### src/design/asort_pkg.sv
`timescale 1ns / 1ps
// ----------------------------------------------------------------------------
// asort_pkg: shared types and constants of the ascending sorter
// Holds the queue tag carried between front and back, the back-end state
// type and the depth of the decoupling queue.
// ----------------------------------------------------------------------------
package asort_pkg;

    // depth of the queue between front and back
    localparam int QUEUE_DEPTH = 4;

    // control tag that travels with each queued element
    typedef struct packed {
        logic last;  // element closes the set
        logic keep;  // element is stored (set not yet full)
        logic ovf;   // set has dropped an element so far
    } t_tag;

    localparam int TAG_W = $bits(t_tag);

    // back-end sequencer states
    typedef enum logic {
        ST_LOAD,
        ST_DRAIN
    } t_back_state;

endpackage

### src/design/ascending_array_sorter_core.sv
`timescale 1ns / 1ps
// ----------------------------------------------------------------------------
// ascending_array_sorter_core: ascending set sorter
// Collects a set of signed values closed by a last flag and returns the set
// in ascending order, flagging overflow when more than DEPTH values came in.
// ----------------------------------------------------------------------------
//  Channel | Handshake     | Payload                             | Direction
//  --------+---------------+-------------------------------------+----------
//  input   | i_push/o_full | i_value, i_last                     | in
//  result  | o_empty/i_pop | o_value_res, o_last_res, o_overflow | out
//
//  Load: one element per cycle while the queue has room; the row inserts each kept element.
//  Drain: a set of n kept elements gives n results, one per cycle while popped.
//  The row takes no new element until the last result of a set is popped; a
//  4-entry queue keeps taking input meanwhile, then o_full rises.
//  Reset (synchronous, active low) empties queue and row and clears counters.
// ----------------------------------------------------------------------------
module ascending_array_sorter_core #(
    parameter int DEPTH      = 32,
    parameter int DATA_WIDTH = 32
) (
    input  logic                         i_clk,
    input  logic                         i_rst_n,
    input  logic                         i_push,
    output logic                         o_full,
    input  logic signed [DATA_WIDTH-1:0] i_value,
    input  logic                         i_last,
    output logic                         o_empty,
    input  logic                         i_pop,
    output logic signed [DATA_WIDTH-1:0] o_value_res,
    output logic                         o_last_res,
    output logic                         o_overflow
);

    localparam int Q_W = asort_pkg::TAG_W + DATA_WIDTH;

    logic            q_push, q_full, q_pop, q_empty;
    logic [Q_W-1:0]  q_wdata, q_rdata;
    asort_pkg::t_tag q_tag;
    logic signed [DATA_WIDTH-1:0] q_value;

    assign o_full  = q_full;
    assign q_tag   = q_rdata[Q_W-1:DATA_WIDTH];
    assign q_value = q_rdata[DATA_WIDTH-1:0];

    // front: classify and enqueue
    asort_front #(
        .DEPTH      (DEPTH),
        .DATA_WIDTH (DATA_WIDTH)
    ) u_front (
        .i_clk    (i_clk),
        .i_rst_n  (i_rst_n),
        .i_push   (i_push),
        .i_value  (i_value),
        .i_last   (i_last),
        .i_q_full (q_full),
        .o_q_push (q_push),
        .o_q_data (q_wdata)
    );

    // decoupling queue
    asort_fifo #(
        .WIDTH (Q_W)
    ) u_fifo (
        .i_clk   (i_clk),
        .i_rst_n (i_rst_n),
        .i_push  (q_push),
        .i_data  (q_wdata),
        .o_full  (q_full),
        .i_pop   (q_pop),
        .o_data  (q_rdata),
        .o_empty (q_empty)
    );

    // back: sorting row and result drain
    asort_back #(
        .DEPTH      (DEPTH),
        .DATA_WIDTH (DATA_WIDTH)
    ) u_back (
        .i_clk         (i_clk),
        .i_rst_n       (i_rst_n),
        .i_entry_valid (!q_empty),
        .i_value       (q_value),
        .i_tag         (q_tag),
        .o_entry_pop   (q_pop),
        .i_pop         (i_pop),
        .o_empty       (o_empty),
        .o_value_res   (o_value_res),
        .o_last_res    (o_last_res),
        .o_overflow    (o_overflow)
    );

endmodule

### src/design/asort_fifo.sv
`timescale 1ns / 1ps
// ----------------------------------------------------------------------------
// asort_fifo: short decoupling queue
// Register-based FIFO of asort_pkg::QUEUE_DEPTH entries; the head entry is
// shown whenever the queue is not empty.
// ----------------------------------------------------------------------------
module asort_fifo #(
    parameter int WIDTH = 35
) (
    input  logic             i_clk,
    input  logic             i_rst_n,
    input  logic             i_push,
    input  logic [WIDTH-1:0] i_data,
    output logic             o_full,
    input  logic             i_pop,
    output logic [WIDTH-1:0] o_data,
    output logic             o_empty
);

    localparam int PTR_W = (asort_pkg::QUEUE_DEPTH > 1) ? $clog2(asort_pkg::QUEUE_DEPTH) : 1;
    localparam int CNT_W = $clog2(asort_pkg::QUEUE_DEPTH + 1);

    logic [WIDTH-1:0] r_mem [asort_pkg::QUEUE_DEPTH];
    logic [PTR_W-1:0] r_wr_ptr, n_wr_ptr;
    logic [PTR_W-1:0] r_rd_ptr, n_rd_ptr;
    logic [CNT_W-1:0] r_cnt, n_cnt;
    logic             wr_en, rd_en;

    assign o_full  = (r_cnt == CNT_W'(asort_pkg::QUEUE_DEPTH));
    assign o_empty = (r_cnt == '0);
    assign o_data  = r_mem[r_rd_ptr];
    assign wr_en   = i_push && !o_full;
    assign rd_en   = i_pop && !o_empty;

    // pointer and fill count update, wrapping at the queue depth
    always_comb begin
        n_wr_ptr = r_wr_ptr;
        n_rd_ptr = r_rd_ptr;
        n_cnt    = r_cnt;
        if (wr_en) begin
            n_wr_ptr = (r_wr_ptr == PTR_W'(asort_pkg::QUEUE_DEPTH - 1)) ? '0
                                                                       : r_wr_ptr + 1'b1;
        end
        if (rd_en) begin
            n_rd_ptr = (r_rd_ptr == PTR_W'(asort_pkg::QUEUE_DEPTH - 1)) ? '0
                                                                       : r_rd_ptr + 1'b1;
        end
        if (wr_en && !rd_en) begin
            n_cnt = r_cnt + 1'b1;
        end else if (rd_en && !wr_en) begin
            n_cnt = r_cnt - 1'b1;
        end
    end

    always_ff @(posedge i_clk) begin
        if (!i_rst_n) begin
            r_wr_ptr <= '0;
            r_rd_ptr <= '0;
            r_cnt    <= '0;
        end else begin
            r_wr_ptr <= n_wr_ptr;
            r_rd_ptr <= n_rd_ptr;
            r_cnt    <= n_cnt;
        end
    end

    // storage, no reset
    always_ff @(posedge i_clk) begin
        if (wr_en) begin
            r_mem[r_wr_ptr] <= i_data;
        end
    end

endmodule

### src/design/asort_front.sv
`timescale 1ns / 1ps
// ----------------------------------------------------------------------------
// asort_front: input classifier
// Counts the elements of the current set, marks those beyond DEPTH as
// dropped, tracks overflow and writes each transaction into the queue.
// ----------------------------------------------------------------------------
module asort_front #(
    parameter int DEPTH      = 32,
    parameter int DATA_WIDTH = 32
) (
    input  logic                              i_clk,
    input  logic                              i_rst_n,
    input  logic                              i_push,
    input  logic signed [DATA_WIDTH-1:0]      i_value,
    input  logic                              i_last,
    input  logic                              i_q_full,
    output logic                              o_q_push,
    output logic [asort_pkg::TAG_W+DATA_WIDTH-1:0] o_q_data
);

    localparam int CNT_W = $clog2(DEPTH + 1);

    logic [CNT_W-1:0] r_count, n_count;
    logic             r_ovf, n_ovf;
    logic             accept;
    asort_pkg::t_tag  tag;

    assign accept = i_push && !i_q_full;

    // classify the element: stored while the set has room
    always_comb begin
        tag.last = i_last;
        tag.keep = (r_count < CNT_W'(DEPTH));
        tag.ovf  = r_ovf || (r_count >= CNT_W'(DEPTH));
    end

    assign o_q_push = accept;
    assign o_q_data = {tag, i_value};

    // set bookkeeping; a closing element starts a fresh set
    always_comb begin
        n_count = r_count;
        n_ovf   = r_ovf;
        if (accept) begin
            if (i_last) begin
                n_count = '0;
                n_ovf   = 1'b0;
            end else begin
                if (tag.keep) begin
                    n_count = r_count + 1'b1;
                end
                n_ovf = tag.ovf;
            end
        end
    end

    always_ff @(posedge i_clk) begin
        if (!i_rst_n) begin
            r_count <= '0;
            r_ovf   <= 1'b0;
        end else begin
            r_count <= n_count;
            r_ovf   <= n_ovf;
        end
    end

endmodule

### src/design/asort_back.sv
`timescale 1ns / 1ps
// ----------------------------------------------------------------------------
// asort_back: insertion sorting chain
// A row of DEPTH compare cells kept in ascending order. Each queued element
// marked to keep is inserted into the row; after the closing element the row
// shifts out smallest first on each pop, cell 0 being the result register.
// ----------------------------------------------------------------------------
module asort_back #(
    parameter int DEPTH      = 32,
    parameter int DATA_WIDTH = 32
) (
    input  logic                         i_clk,
    input  logic                         i_rst_n,
    input  logic                         i_entry_valid,
    input  logic signed [DATA_WIDTH-1:0] i_value,
    input  asort_pkg::t_tag              i_tag,
    output logic                         o_entry_pop,
    input  logic                         i_pop,
    output logic                         o_empty,
    output logic signed [DATA_WIDTH-1:0] o_value_res,
    output logic                         o_last_res,
    output logic                         o_overflow
);

    asort_pkg::t_back_state r_state, n_state;

    logic signed [DATA_WIDTH-1:0] r_cell [DEPTH];
    logic signed [DATA_WIDTH-1:0] n_cell [DEPTH];
    logic [DEPTH-1:0]             r_valid, n_valid;
    logic [DEPTH-1:0]             le;
    logic                         r_ovf;
    logic                         do_insert, do_shift;

    // next state
    always_comb begin
        n_state = r_state;
        unique case (r_state)
            asort_pkg::ST_LOAD: begin
                if (i_entry_valid && i_tag.last) begin
                    n_state = asort_pkg::ST_DRAIN;
                end
            end
            asort_pkg::ST_DRAIN: begin
                if (i_pop && !r_valid[1]) begin
                    n_state = asort_pkg::ST_LOAD;
                end
            end
            default: n_state = asort_pkg::ST_LOAD;
        endcase
    end

    // sequencer outputs
    always_comb begin
        o_entry_pop = 1'b0;
        o_empty     = 1'b1;
        do_shift    = 1'b0;
        unique case (r_state)
            asort_pkg::ST_LOAD: begin
                o_entry_pop = i_entry_valid;
            end
            asort_pkg::ST_DRAIN: begin
                o_empty  = 1'b0;
                do_shift = i_pop;
            end
            default: begin
                o_entry_pop = 1'b0;
            end
        endcase
    end

    assign do_insert = o_entry_pop && i_tag.keep;

    // per-cell compare against the incoming element
    always_comb begin
        for (int i = 0; i < DEPTH; i++) begin
            le[i] = r_valid[i] && (r_cell[i] <= i_value);
        end
    end

    // cell update: keep, take the new element, or shift
    always_comb begin
        n_cell  = r_cell;
        n_valid = r_valid;
        if (do_insert) begin
            if (!le[0]) begin
                n_cell[0] = i_value;
            end
            n_valid[0] = 1'b1;
            for (int i = 1; i < DEPTH; i++) begin
                if (!le[i]) begin
                    n_cell[i] = le[i-1] ? i_value : r_cell[i-1];
                end
                n_valid[i] = r_valid[i] || r_valid[i-1];
            end
        end else if (do_shift) begin
            for (int i = 0; i < DEPTH - 1; i++) begin
                n_cell[i]  = r_cell[i+1];
                n_valid[i] = r_valid[i+1];
            end
            n_valid[DEPTH-1] = 1'b0;
        end
    end

    always_ff @(posedge i_clk) begin
        if (!i_rst_n) begin
            r_state <= asort_pkg::ST_LOAD;
            r_valid <= '0;
            r_ovf   <= 1'b0;
        end else begin
            r_state <= n_state;
            r_valid <= n_valid;
            if (o_entry_pop && i_tag.last) begin
                r_ovf <= i_tag.ovf;
            end
        end
    end

    // cell payload, no reset
    always_ff @(posedge i_clk) begin
        r_cell <= n_cell;
    end

    assign o_value_res = r_cell[0];
    assign o_last_res  = !r_valid[1];
    assign o_overflow  = r_ovf;

endmodule
### config.mk
export PLATFORM = sky130hd
export DESIGN_NAME = ascending_array_sorter_core
export DESIGN_NICKNAME = d
export VERILOG_FILES = /design/src/design/asort_pkg.sv /design/src/design/ascending_array_sorter_core.sv /design/src/design/asort_fifo.sv /design/src/design/asort_front.sv /design/src/design/asort_back.sv
export SDC_FILE = /design/constraint.sdc
export NUM_CORES = 2
export LEC_CHECK = 0
export BUFFER_PORTS_ARGS = -buffer_cell sky130_fd_sc_hd__buf_2
export CORE_MARGIN = 3
export CORE_UTILIZATION = 59
export CTS_CLUSTER_DIAMETER = 30
export DETAILED_ROUTE_END_ITERATION = 8
export MAX_ROUTING_LAYER = met4
export PLACE_DENSITY = 0.78
export SETUP_SLACK_MARGIN = 0.3
export SLEW_MARGIN = 40
export SYNTH_ARGS = -nofsm -noshare
export SYNTH_HDL_FRONTEND = slang
export SYNTH_SLANG_ARGS = --single-unit
### constraint.sdc
create_clock -name i_clk -period 6 [get_ports i_clk]
set_input_delay 1.2 -clock i_clk [delete_from_list [all_inputs] [get_ports i_clk]]
set_output_delay 1.2 -clock i_clk [all_outputs]
set_load 0.02 [all_outputs]
==> impl_metrics.toml <==
[clock_tree]
cts_buffers = 314
clockBufferDepth = 4
cts_setup_buffers = 0
ctsHoldBuffers = 0
tritoncts = "built"
clkSlewWorstSetupHoldPaths_ps = 40
clk_latency_ps = 900
cts_htree_levels = 5
clkSinkCount = 1214
cts_resized = 0
root_buffer = "clkbuf_16"

[floorplan]
coreArea_um2 = 137800
row_count = 136
start_util_pct = 59.62
die-area_um2 = 143800
ioPinCount = 73
die_w_um = 379.2
die_h_um = 379.2

[global_routing]
met3_usage_pct = 12.84
grt_usage_pct = 42.52
met2_usage_pct = 59.01
grt_busiest_layer = "met2"
grt_pass1_vias = 70210
grt_max_degree = 114
grt-ovfl-total = 0
antenna_found_initial = 17
grt_first_pass_wirelength_mm = 443.4
met1_usage_pct = 54.84

[synth]
seq_area_frac_synth_pct = 43.75
yosysWarnings = 0
synth_cell_types = 84
avgSynthCellArea_um2 = 10.17
synth_edf_count = 1164
synth_cells = 8083
syn_nets = 9153
ys_async_sr_fraction_pct = 0
syn-cell-area_um2 = 82180
yosys_most_used_dff = "edfxtp_1"
ys_seq_elements = 1214

[placed_design]
port_buffers = 72
routabilityCongestion = 1.039
dp_hpwl_mm = 213.0

[setup_path]
rrSetupSlack_ps = 740
path_delay_family = "buffers and inverters"
path_max_fanout = 26
crit_path_max_incr_delay_ps = 750
end_kind = "flip-flop"
crit_arrival_ps = 5820
path_buf_inv = 4
critical_path.startpoint_type = "flip-flop"
crit_path_cell_trace = "buf_12 -> mux4_2 -> clkinv_2 -> ha_1 -> nand4_1 -> nor4_1 -> o311ai_0 -> a31oi_4 -> buf_4 -> nand2_1 -> nand2_1 -> buf_4"
reg2reg_depth = 12
cp.depth = 12
rr_endpoint = "u_back.r_cell[507]$_DFFE_PP_"
slowest_stage = "nor4_1"
critPathKind = "flip-flop to flip-flop"
worstPathRequired_ps = 6560

[sta]
fmax_mhz = 190.2
tightestPinTransition_ps = 900.5
min_period_over_period_pct = 87.63
finalCriticalPeriod_ps = 5258
hold_viol_final = 0
finalSetupTns_ps = 0
finalClockSkew_ps = 60.23
rsz0062_at_grt = "false"
max-slew-margin-rel_pct = 39.41
drv_slew = 0
finalSetupViolations = 0

[worst_hold_path]
holdPathEnd = "u_front.r_ovf$_SDFFE_PN0P_"
whs_path_depth = 2
min-delay-start = "u_front.r_ovf$_SDFFE_PN0P_"
hold_class = "flip-flop to flip-flop"

[drt]
firstDrtPassIters = 6
drtIter0Drc = 10920
routed_wl_mm = 303.3
post_drt_wl_per_cell_um = 29.53
viasPerCell = 7.164
vias = 73590
drc = 0
ant_nets = 0

[layout]
area_delta_synth_final_pct = 16.41
drive_above_1_share_pct = 12.39
nets = 9295

[run_status]
status = "completed"

[flow_run]
max_cap_viol_count = 0
[worst max-delay path by stage]
stage                          from                           end
after floorplan           flip-flop  u_back.r_cell[512]$_DFFE_PP_
after global placement    flip-flop  u_back.r_cell[496]$_DFFE_PP_
after detailed placement  flip-flop  u_back.r_cell[496]$_DFFE_PP_
after CTS                 flip-flop  u_back.r_cell[235]$_DFFE_PP_
after global routing      flip-flop  u_back.r_cell[508]$_DFFE_PP_
final                     flip-flop  u_back.r_cell[507]$_DFFE_PP_
[final cells by class]
cell class              count  area, µm²
diodes                     22      55.05
clock buffers             364       8182
clock inverters           183       2044
fillers                 10090      42170
inverters                 116      436.7
multi-input cells        6194      43460
flip-flops and latches   1214      35960
well taps                1794       2245
repair buffers            385       3283
[Yosys cell counts (all sizes together) (32+ instances only)]
master  count  share of area (%)
a211oi     35               0.32
a21o      150                1.4
a21oi     493                3.0
a31oi      98               0.76
and4       33               0.35
buf       239                1.7
clkbuf    320                1.5
dfxtp      50                1.2
edfxtp   1164                 43
ha       1032                 16
inv       116               0.53
mux2       32               0.44
mux2i     381                4.6
mux4       34               0.93
nand2    1249                5.7
nand3     578                3.5
nand4     212                1.6
nor2      413                1.9
nor2b      54               0.41
nor3       49               0.30
nor4       95               0.77
o211ai    631                6.0
o21ai     379                2.3
[metrics by stage]
stage	setup WS (ps)	instance area, µm²	cells	hold slack (ps)	utilization (%)
2_1_floorplan	407.9	82180	8083	428.5	-
4_1_cts	1022	95590	10250	459.1	69.35
3_5_place_dp	1129	85370	9703	462.3	61.94
5_1_grt	681.3	95650	10270	488.1	69.40
3_3_place_gp	1168	85230	9697	442.8	61.84
6_report	742.3	95660	10270	474.9	69.41
[cells in the final DEF (no fill, tap or decap), drive strengths merged, types with 8 or more instances in the layout]
master	n
a2111oi	11
a211o	22
a211oi	35
a21boi	13
a21o	150
a21oi	493
a221o	8
a221oi	27
a31oi	98
and2	17
and3	17
and4	33
buf	385
bufinv	39
clkbuf	364
clkinv	106
clkinvlp	26
dfxtp	50
diode	22
edfxtp	1164
ha	1032
inv	128
mux2	32
mux2i	381
mux4	34
nand2	1249
nand3	578
nand3b	9
nand4	212
nor2	413
nor2b	54
nor3	49
nor4	95
o211ai	631
o21a	12
o21ai	379
o221ai	21
o31ai	11
[sequential cells by signal, indices dropped and copies added, names as in the netlist, named ones only]
register / cells
u_front.r_count: 6
u_fifo.r_mem: 140
u_fifo.r_cnt: 3
u_back.r_state: 1
u_back.o_overflow: 1
u_front.r_ovf: 1
u_back.r_valid: 32
u_fifo.r_rd_ptr: 2
u_back.o_value_res: 32
u_back.r_cell: 992
u_fifo.r_wr_ptr: 2
[logic make-up (layout without fill, tap and decap cells)]
kind of cell,count (synthesis),after routing,share of synthesized area [%]
fa+ha+maj,1033,1033,15.74
xor+xnor,2,2,0.02132
simple gates,2754,2754,15.18
mux,447,447,6.011
other cells,0,22,0
flops,1214,1214,43.75
buf+inv,675,1048,3.710
compound gates,1958,1958,15.59
[routing by layer]
layer,wire length [µm],share of wire [%]
met2,126300,42
met4,20180,6.7
met3,43880,14
met1,112900,37
met5,0,0
[worst reg2reg max path, stage by stage, from the launching register on]
cell	delay, ps
dfxtp_1	670
buf_12	270
mux4_2	280
clkinv_2	620
ha_1	610
nand4_1	130
nor4_1	750
o311ai_0	450
a31oi_4	270
buf_4	330
nand2_1	110
nand2_1	120
buf_4	290
Power is left out: the tool's default activity adds up to more than one toggle a clock period on the data nets, which glitch-free logic cannot reach.
